==> config.mk <==
export PLATFORM = sky130hd
export DESIGN_NAME = tun_div_cell
export DESIGN_NICKNAME = d
export VERILOG_FILES = /design/src/hw/rtl/tun_pkg.sv /design/src/hw/rtl/tun_div_cell.sv
export SDC_FILE = /design/constraint.sdc
export NUM_CORES = 1
export LEC_CHECK = 0
export BUFFER_PORTS_ARGS = -buffer_cell sky130_fd_sc_hd__buf_2
export CORE_MARGIN = 2
export CORE_UTILIZATION = 35
export CTS_BUF_LIST = sky130_fd_sc_hd__clkbuf_2 sky130_fd_sc_hd__clkbuf_4 sky130_fd_sc_hd__clkbuf_8
export CTS_CLUSTER_DIAMETER = 50
export DETAILED_ROUTE_END_ITERATION = 8
export PLACE_DENSITY_LB_ADDON = 0.15
export SYNTH_ARGS = -nofsm -noshare
export SYNTH_HDL_FRONTEND = slang
export SYNTH_SLANG_ARGS = --single-unit
export TNS_END_PERCENT = 50
==> constraint.sdc <==
create_clock -name clk -period 7.3 [get_ports clk]
set_input_delay 1.095 -clock clk [delete_from_list [all_inputs] [get_ports clk]]
set_output_delay 1.095 -clock clk [all_outputs]
set_load 0.02 [all_outputs]
==> src/hw/rtl/tun_pkg.sv <==
package tun_pkg;

  // input coordinate width
  localparam int COORD_WIDTH = 24;
  // edge vector component, difference of two coordinates
  localparam int EDGE_W = COORD_WIDTH + 1;
  // product of a pair of edge components
  localparam int PROD_W = 2 * EDGE_W;
  // cross product component before magnitude split
  localparam int CROSS_W = PROD_W + 1;
  // cross product magnitude
  localparam int MAG_W = PROD_W;
  // half magnitude for squaring by partial products
  localparam int HALF_W = MAG_W / 2;
  // squared length, sum of three squares
  localparam int SQ_W = 2 * MAG_W;
  // integer square root of the squared length
  localparam int ROOT_W = SQ_W / 2;
  // square root partial remainder
  localparam int REM_W = ROOT_W + 2;
  // quotient bits, Q1.30 magnitude
  localparam int Q_W = 31;
  localparam int OUT_W = 32;
  localparam int SQRT_CELLS = ROOT_W;
  localparam int DIV_CELLS = Q_W;

  localparam logic [OUT_W-1:0] ONE_Q30 = OUT_W'(1) << (Q_W - 1);

  // side data carried along the square root chain
  typedef struct packed {
    logic [2:0][MAG_W-1:0] mag;
    logic [2:0]            neg;
    logic                  deg;
  } side_t;

  // side data carried along the divide chain
  typedef struct packed {
    logic [2:0] neg;
    logic       deg;
  } dside_t;

endpackage

==> src/hw/rtl/tun_div_cell.sv <==
module tun_div_cell
  import tun_pkg::*;
(
  input  logic                   clk,
  input  logic                   rst_n,
  input  logic                   en,
  input  logic                   vld_i,
  input  logic [ROOT_W-1:0]      len_i,
  input  logic [2:0][ROOT_W-1:0] r_i,
  input  logic [2:0]             lsb_i,
  input  logic [2:0][Q_W-1:0]    q_i,
  input  dside_t                 side_i,
  output logic                   vld_o,
  output logic [ROOT_W-1:0]      len_o,
  output logic [2:0][ROOT_W-1:0] r_o,
  output logic [2:0]             lsb_o,
  output logic [2:0][Q_W-1:0]    q_o,
  output dside_t                 side_o
);

  logic                   vld_r;
  logic [ROOT_W-1:0]      len_r;
  logic [2:0][ROOT_W-1:0] r_r, r_nxt;
  logic [2:0][Q_W-1:0]    q_r, q_nxt;
  dside_t                 side_r;
  logic [ROOT_W:0]        cur  [3];
  logic [ROOT_W:0]        diff [3];
  logic [2:0]             ge;

  // one quotient bit per lane, the three lanes share the divisor
  always_comb begin
    for (int k = 0; k < 3; k++) begin
      cur[k]   = {r_i[k], lsb_i[k]};
      ge[k]    = (cur[k] >= {1'b0, len_i});
      diff[k]  = cur[k] - {1'b0, len_i};
      r_nxt[k] = ge[k] ? diff[k][ROOT_W-1:0] : cur[k][ROOT_W-1:0];
      q_nxt[k] = {q_i[k][Q_W-2:0], ge[k]};
    end
  end

  always_ff @(posedge clk) begin
    if (!rst_n) begin
      vld_r <= 1'b0;
    end else if (en) begin
      vld_r <= vld_i;
    end
  end

  always_ff @(posedge clk) begin
    if (en) begin
      len_r  <= len_i;
      r_r    <= r_nxt;
      q_r    <= q_nxt;
      side_r <= side_i;
    end
  end

  assign vld_o  = vld_r;
  assign len_o  = len_r;
  assign r_o    = r_r;
  // the numerator has a single low bit, zeros follow it
  assign lsb_o  = 3'b000;
  assign q_o    = q_r;
  assign side_o = side_r;

endmodule

==> flow_summary.json <==
{
  "synth.area.top_cells": "edfxtp_1, ha_1, a21oi_1, xnor2_1, mux2_2",
  "final_area_um2": 24600,
  "cp_num_buf_inv": 3,
  "finalClockSkew_ns": 0,
  "clkSinkCount": 298,
  "die_y_um": 241,
  "drt_wl_total_mm": 72.2,
  "drtIter0Drc": 993,
  "crit_top_cell": "o21ai_1",
  "coreArea_um2": 55300,
  "yosysMostFrequentCell": "edfxtp_1",
  "drive_above_1_share_pct": 31.2,
  "crit_family": "compound AO/OA/AOI/OAI gates",
  "cap_violations": 0,
  "final_nets": 2946,
  "r2r-start": "vld_o",
  "critPathLaunchType": "input port",
  "finalMaxSlewViolations": 0,
  "grt_usage_pct": 23.7,
  "period_minus_slack_ns": 4.94,
  "p_clk_share_pct": 32.2,
  "place_area_um2": 23300,
  "switching_share_pct": 33.5,
  "critical_path_arrival_ns": 5.33,
  "worst_slew_pin_slew_ns": 0.995,
  "insertion_delay_ns": 0.66,
  "crit_type": "in2reg",
  "post-place-cells": 3176,
  "timing.final.crit_share_pct": 67.6,
  "dp_hpwl_mm": 59.3,
  "numCtsBuffers": 59,
  "place_congestion": 0.922,
  "die-area_um2": 58100,
  "synth_flop_cell": "edfxtp_1",
  "holdWs_ns": 0.522,
  "ant_nets": 0,
  "tritoncts": "built",
  "post_cts_buffers": 0,
  "hold_viol": 0,
  "io_buffers": 598,
  "num_rows": 86,
  "ys_seq_elements": 298,
  "setup_viol": 0,
  "synth_top_area_cell": "edfxtp_1",
  "p_switching_uw": 1950,
  "yosys-top-cells-count": "edfxtp_1, a21oi_1, nand2_1",
  "rr_worst_depth": 2,
  "maxSlewHeadroom_pct": 33.7,
  "grt_antenna_before_repair": 22,
  "holdBufCountCts": 0,
  "overflow": 0,
  "worst-path-stages": 12,
  "whs_path_depth": 2,
  "yosysSeqAreaShare_pct": 45.4,
  "synth_edf_count": 297,
  "synth_area_per_cell_um2": 10.3,
  "area_growth_pct": 25.1,
  "crit_fanout": 40,
  "status": "complete, no violations",
  "synth.top_cell.area_share_pct": 45.3,
  "cp_data_required_time_ns": 7.70,
  "fin_tns_setup_ns": 0,
  "cts_buffer_depth": 3,
  "p_seq_share_pct": 37.8,
  "cts_root_buffer": "clkbuf_8",
  "intPower_uw": 3870,
  "min-delay-path-class": "reg2reg",
  "final_util_pct": 44.5,
  "cts_htree_levels": 2,
  "leakage_uw": 0.0108,
  "crit_path_top_delay_cell": "o41ai_4",
  "path_clk_slew_ns": 0.06,
  "via_per_inst": 5.29,
  "ir_drop_mv": 0.199,
  "drt-wirelength-per-cell_um": 21.9,
  "ys_types": 90,
  "instances_no_fill": 3294,
  "netlist_instances": 1904,
  "vias": 17429,
  "comb_power_share_pct": 30.0,
  "synth.cell_area_um2": 19700,
  "first_pass_iters": 5,
  "grt_pass1_vias": 17024,
  "initial_utilization_pct": 35.6,
  "grt_pass1_wl_mm": 102,
  "grt_max_degree": 100,
  "power.density_nw_per_um2": 236,
  "critPathCaptureType": "register",
  "fp.dieW_um": 241,
  "ys_warn_count": 0,
  "cts_resized": 0,
  "synth-async-reset-ratio_pct": 0,
  "fmax_mhz": 203,
  "cp_cell_sequence": "buf_2, inv_1, ha_1, nand4_1, nor2_1, nand3_1, o21a_1, o21ai_1, o21ai_1, o41ai_4, buf_4, mux2_2",
  "hp-start": "vld_o",
  "worstSetupStartpoint": "len_i[32]",
  "drcViolationCount": 0,
  "pin_count": 605,
  "cpPeakStageDelay_ns": 0.85,
  "rsz0062_at_grt": "false"
}
sequential cells by signal (all words and copies together), names as in the netlist:
signal / cells
len_o: 50
q_o: 93
r_o: 150
side_o: 4
vld_o: 1
per-layer routing:
metal,GRT usage [%],routed length (um),vias up,part of all wire [%]
met5,0,156,-,0.22
met2,41.9,35700,628,49
met3,5.82,5410,115,7.5
met4,7.84,1980,24,2.7
met1,28.0,29000,8302,40
li1,-,-,8360,-
worst min-delay path: stages, from the launching register on:
cell	delay, ns
dfxtp_1	0.32
mux2i_1	0.07
nor2b_1	0.10
area by class of cell:
cell class / count / area, um2
tap: 748 / 936
clock inverter: 35 / 380
timing repair buffer: 605 / 3060
inverter: 95 / 359
sequential: 298 / 8940
fill: 5527 / 30700
antenna: 10 / 25.0
clock buffer: 73 / 917
multi-input combinational: 1430 / 10000
path summary, 6_finish.rpt:
path         slack, ns        to
max reg2reg       6.70     vld_o
max               2.36  r_o[103]
min reg2reg       0.52     vld_o
min               0.52     vld_o
stage by stage:
step / worst slack (ns) / total power (uW)
after global routing: 2.08 / 6100
after detailed placement: 1.68 / 3970
after floorplan: 3.04 / 3350
final: 2.36 / 5820
after global placement: 1.73 / 3970
after CTS: 2.41 / 5880
placed cells by master, fill, tap and decap left out, types with 11 or more instances in the layout:
cell	count
a211oi_1	12
a21o_1	83
a21oi_1	198
a31oi_1	11
and3_1	15
buf_2	597
clkbuf_4	14
clkbuf_8	59
clkinv_1	12
edfxtp_1	297
ha_1	150
inv_1	94
mux2_2	61
nand2_1	163
nand2b_1	15
nand3_1	42
nand4_1	42
nor2_1	106
nor2b_1	19
nor3_1	27
o21a_1	22
o21ai_0	119
o21bai_1	34
xnor2_1	84
xor2_1	43
cell families after synthesis:
| family | after synthesis | share of synthesized area, % |
|---|---|---|
| AOI/OAI and AO/OA | 597 | 19.6 |
| and+or+nand+nor | 483 | 11.9 |
| DFF | 298 | 45.4 |
| buffers and inverters | 178 | 3.80 |
| adders and majority gates | 153 | 9.84 |
| xor gates and xnor gates | 127 | 5.65 |
| muxes | 67 | 3.80 |
| other | 1 | 0.0191 |
power groups by stage:
stage	clock network, uW	logic, uW	registers, uW
CTS	1930	1750	2210
global route	2000	1890	2220
detailed placement	0	1740	2240
finish	1870	1740	2200
floorplan	0	842	2500
global placement	0	1730	2240
Power figures use the tool's default switching activity.
