[src/hw/rtl/tun_pkg.sv]
package tun_pkg;

  // input coordinate width
  localparam int COORD_WIDTH = 24;
  // edge vector component, difference of two coordinates
  localparam int EDGE_W = COORD_WIDTH + 1;
  // product of a pair of edge components
  localparam int PROD_W = 2 * EDGE_W;
  // cross product component before magnitude split
  localparam int CROSS_W = PROD_W + 1;
  // cross product magnitude
  localparam int MAG_W = PROD_W;
  // half magnitude for squaring by partial products
  localparam int HALF_W = MAG_W / 2;
  // squared length, sum of three squares
  localparam int SQ_W = 2 * MAG_W;
  // integer square root of the squared length
  localparam int ROOT_W = SQ_W / 2;
  // square root partial remainder
  localparam int REM_W = ROOT_W + 2;
  // quotient bits, Q1.30 magnitude
  localparam int Q_W = 31;
  localparam int OUT_W = 32;
  localparam int SQRT_CELLS = ROOT_W;
  localparam int DIV_CELLS = Q_W;

  localparam logic [OUT_W-1:0] ONE_Q30 = OUT_W'(1) << (Q_W - 1);

  // side data carried along the square root chain
  typedef struct packed {
    logic [2:0][MAG_W-1:0] mag;
    logic [2:0]            neg;
    logic                  deg;
  } side_t;

  // side data carried along the divide chain
  typedef struct packed {
    logic [2:0] neg;
    logic       deg;
  } dside_t;

endpackage

[src/hw/rtl/tun_sqrt_cell.sv]
module tun_sqrt_cell
  import tun_pkg::*;
(
  input  logic              clk,
  input  logic              rst_n,
  input  logic              en,
  input  logic              vld_i,
  input  logic [SQ_W-1:0]   rad_i,
  input  logic [REM_W-1:0]  rem_i,
  input  logic [ROOT_W-1:0] root_i,
  input  side_t             side_i,
  output logic              vld_o,
  output logic [SQ_W-1:0]   rad_o,
  output logic [REM_W-1:0]  rem_o,
  output logic [ROOT_W-1:0] root_o,
  output side_t             side_o
);

  logic              vld_r;
  logic [SQ_W-1:0]   rad_r, rad_nxt;
  logic [REM_W-1:0]  rem_r, rem_nxt;
  logic [ROOT_W-1:0] root_r, root_nxt;
  side_t             side_r;
  logic [REM_W+1:0]  cur;
  logic [REM_W+1:0]  trial;
  logic [REM_W+1:0]  diff;
  logic              ge;

  // one root bit: bring down two radicand bits, try 4*root+1
  always_comb begin
    cur      = {rem_i, rad_i[SQ_W-1 -: 2]};
    trial    = {2'b00, root_i, 2'b01};
    ge       = (cur >= trial);
    diff     = cur - trial;
    rem_nxt  = ge ? diff[REM_W-1:0] : cur[REM_W-1:0];
    root_nxt = {root_i[ROOT_W-2:0], ge};
    rad_nxt  = {rad_i[SQ_W-3:0], 2'b00};
  end

  always_ff @(posedge clk) begin
    if (!rst_n) begin
      vld_r <= 1'b0;
    end else if (en) begin
      vld_r <= vld_i;
    end
  end

  always_ff @(posedge clk) begin
    if (en) begin
      rad_r  <= rad_nxt;
      rem_r  <= rem_nxt;
      root_r <= root_nxt;
      side_r <= side_i;
    end
  end

  assign vld_o  = vld_r;
  assign rad_o  = rad_r;
  assign rem_o  = rem_r;
  assign root_o = root_r;
  assign side_o = side_r;

endmodule

[config.mk]
export PLATFORM = sky130hd
export DESIGN_NAME = tun_sqrt_cell
export DESIGN_NICKNAME = d
export VERILOG_FILES = /design/src/hw/rtl/tun_pkg.sv /design/src/hw/rtl/tun_sqrt_cell.sv
export SDC_FILE = /design/constraint.sdc
export NUM_CORES = 1
export LEC_CHECK = 0
export BUFFER_PORTS_ARGS = -buffer_cell sky130_fd_sc_hd__buf_2
export CORE_AREA = 3 3 280 282
export DETAILED_ROUTE_END_ITERATION = 10
export DIE_AREA = 0 0 283 285
export MAX_ROUTING_LAYER = met4
export PLACE_DENSITY = 0.48
export SYNTH_ARGS = -nofsm -noshare
export SYNTH_HDL_FRONTEND = slang
export SYNTH_SLANG_ARGS = --single-unit
[constraint.sdc]
create_clock -name clk -period 2.63 [get_ports clk]
set_input_delay 0.1315 -clock clk [delete_from_list [all_inputs] [get_ports clk]]
set_output_delay 0.1315 -clock clk [all_outputs]
set_load 0.01 [all_outputs]
==> run metrics <==
syn avg cell area=15.58 µm²; largest net degree at the start of global routing=90; core area=75950 µm²; met2 WL post-DR=36.17 mm; Die Width=283 µm; RSZ-0062 raised after global routing=no; Ports=717; crit-path cells=buf_2 > inv_1 > ha_2 > nand4_1 > nor3_2 > buf_4 > inv_1 > or4_1 > o211a_1 > o21a_2 > a221o_1 > and3_1; Netlist Area Pre-Place=14820 µm²; Pre-Repair DR Iteration Count=4; H-tree lvl count=2; proportion of layout cells with a drive suffix above 1=0.4691; Worst Hold Class=in -> reg; Crit path arrival time=2.85 ns; met3 wire len=6.386 mm; die area=80660 µm²; root cell of the clock tree=clkbuf_16; routed vias=13560; Starting Density=0.1951; endpoint type of the worst setup path=register; endpoints failing setup=0; status=finished clean; fmax=392.9 MHz; Pwr per Cell Area=644.8 nW/µm²; Max Cap Viol=0; die height=285 µm; number of setup buffers added after CTS=0; Detailed Route WL=73.09 mm; met1 wire length=27.15 mm; ys flop type=edfxtp_1; hpwl dp=57.68 mm; total clock sinks=355; CTS tree=done; max layer used=met4; Startpoint Class=input port; required time of the critical path=2.94 ns; count of flip-flops with a built-in enable after synthesis=354; area share of and/or/nand/nor cells after synthesis=0.05269; number of DRC markers in iteration 0=647; Placement Rows=101; YS warnings=0; CP bufs+invs=4; compound-gate portion of the synthesized area=0.08977; gpl congestion=0.9206; skew final=0 ns; vias in the first global route=14440; critical path's most frequent cell=inv_1; Final min period=2.545 ns; measured slew at the worst slew-check pin=0.6028 ns; sequential area share after synthesis=0.7188; drt drc=0; leakage=11.57 nW; CP Class=in -> reg; Synth Area in Adders=0.04391; WL/cell=21.80 µm; post-route ant nets=0; Relative slew margins=0.5939; WHS=0.04001 ns; via/cell ratio=4.045; antenna violations before repair=28; CP max-delay cell=or4_1; Area Growth Syn to Fin=79.30%; mux cell area share after synthesis=0.03986; largest family of logic cells by synthesized area=compound AO/OA/AOI/OAI gates; first-pass GRT wire length=102.3 mm; final hold vios=0; # nets final=2676; max incr delay on CP=0.56 ns; IO Port Bufs=714; Top delay family on crit path=simple AND/OR/NAND/NOR gates; FF+latch count, synth=355; Cells after Synth=951; Worst-path clk slew=0.05 ns; worst-case clock buffer depth=3; CTS Buf Count=45; Final Max Tran Viols=0; maximum VDD drop=392.8 µV; Setup TNS=0 ns; Total Routing Usage GR=0.1792; Tcrit/Tclk final=0.9678; clk_lat worst skew=0.56 ns; CP max FO=6; Cell variety after synth=60; final global-route overflow total=0; Synth Area in XOR/XNOR=0.02660; share of synthesized registers carrying an async set or reset=0
metal layers:
layer | global-route usage | vias to the layer above
met1 | 0.1889 | 6587
met5 | - | -
met2 | 0.3030 | 575
met3 | 0.06395 | 105
li1 | - | 6292
met4 | 0.07835 | 0
worst reg2reg max path, cell delays in order, from the launching register on:
cell and delay, ns:
dfxtp_1 0.31, mux2i_1 0.13, nor2b_1 0.06, dlygate4sd3_1 0.55
sequential cells by signal (all words and copies together) (netlist names):
| register | count |
|---|---|
| rad_o | 98 |
| root_o | 50 |
| side_o | 154 |
| rem_o | 52 |
| vld_o | 1 |
cell usage in the layout (no fill, tap or decap), types with 4 or more instances in the layout:
cell / count
nand4_1: 14
ha_4: 4
o21a_1: 7
and2_1: 5
a31oi_1: 8
o21bai_1: 15
or3_1: 4
mux2_4: 38
nor2_1: 32
buf_2: 713
buf_4: 221
inv_1: 64
and3_1: 4
xnor2_1: 28
ha_1: 47
bufinv_16: 8
a21oi_1: 51
edfxtp_1: 354
nand3_1: 19
nand2_1: 46
o21ai_0: 42
nor2b_1: 4
a211oi_1: 7
clkinv_1: 6
buf_12: 5
nor3_1: 15
clkbuf_1: 7
clkbuf_16: 46
dlygate4sd3_1: 351
o31ai_1: 7
xor2_1: 17
diode_2: 22
clkinv_2: 5
a21o_1: 20
o211ai_1: 4
cell usage after synthesis (3+ instances only):
cell,n,area (µm²)
a211oi_1,8,60.06
a21boi_0,4,30.03
a21o_1,20,150.1
a21oi_1,54,270.3
a221oi_1,3,26.28
a31oi_1,8,50.05
and2_1,5,31.28
and3_1,4,25.02
buf_2,9,45.04
buf_4,5,37.54
buf_6,5,56.30
clkbuf_1,8,30.03
edfxtp_1,354,10630
ha_1,52,650.6
inv_1,66,247.7
mux2_4,38,570.6
nand2_1,47,176.4
nand2b_1,3,18.77
nand3_1,19,95.09
nand4_1,14,87.58
nor2_1,33,123.9
nor2b_1,5,31.28
nor3_1,16,80.08
o2111ai_1,4,35.03
o211a_1,3,30.03
o211ai_1,4,30.03
o21a_1,9,67.56
o21ai_0,43,215.2
o21bai_1,15,112.6
o31ai_1,8,60.06
or2_2,3,18.77
or3_1,4,25.02
xnor2_1,28,245.2
xor2_1,17,148.9
path summary, 6_finish.rpt:
check                   from        end  slack, ns  cells past startpoint
setup reg to reg       vld_o      vld_o       1.46                      3
hold reg to reg        vld_o      vld_o       1.09                      3
setup / recovery  root_i[15]  rem_o[45]       0.08                     12
hold / removal     rem_i[42]  rem_o[44]       0.04                      4
metrics by stage:
stage / util / area [µm²] / instances / worst slack, ns / total power [mW]
floorplan: - / 14930 / 952 / -0.07911 / 8.316
global placement: 0.2814 / 21370 / 2896 / -0.5823 / 10.12
detailed placement: 0.2814 / 21370 / 2896 / -0.5703 / 10.13
CTS: 0.3485 / 26470 / 3330 / 0.03844 / 17.40
global route: 0.3497 / 26560 / 3348 / 0.007696 / 17.86
finish: 0.3498 / 26570 / 3352 / 0.08459 / 17.13
area by class of cell:
| type | count | area [µm²] |
|---|---|---|
| flip-flops and latches | 355 | 10650 |
| well taps | 1030 | 1289 |
| clock inverters | 28 | 381.6 |
| inverters | 66 | 262.8 |
| repair buffers | 1292 | 8867 |
| multi-input cells | 504 | 3856 |
| fillers | 7508 | 49380 |
| clock buffers | 55 | 1205 |
| diodes | 22 | 55.05 |
logic make-up after synthesis:
family / count (synthesis)
AO/OA/AOI/OAI: 204
XOR/XNOR: 45
adder cells (fa/ha/maj): 52
buffers and inverters: 93
flip-flops: 355
multiplexers: 40
other: 1
AND/OR/NAND/NOR: 161
power breakdown:
part | total [mW] | internal, mW | switching [mW] | leakage [nW]
registers | 6.99 | 6.84 | 0.145 | 3.47
logic | 3.45 | 1.72 | 1.74 | 7.33
clock network | 6.69 | 4.07 | 2.62 | 0.766
total | 17.1 | 12.6 | 4.50 | 11.6
timing repair:
item,in CTS,in global routing
hold buffers,351,0
endpoints found under the hold margin,382,0
setup endpoints to repair,0,15
resized for setup,0,12
Power figures use the tool's default switching activity.
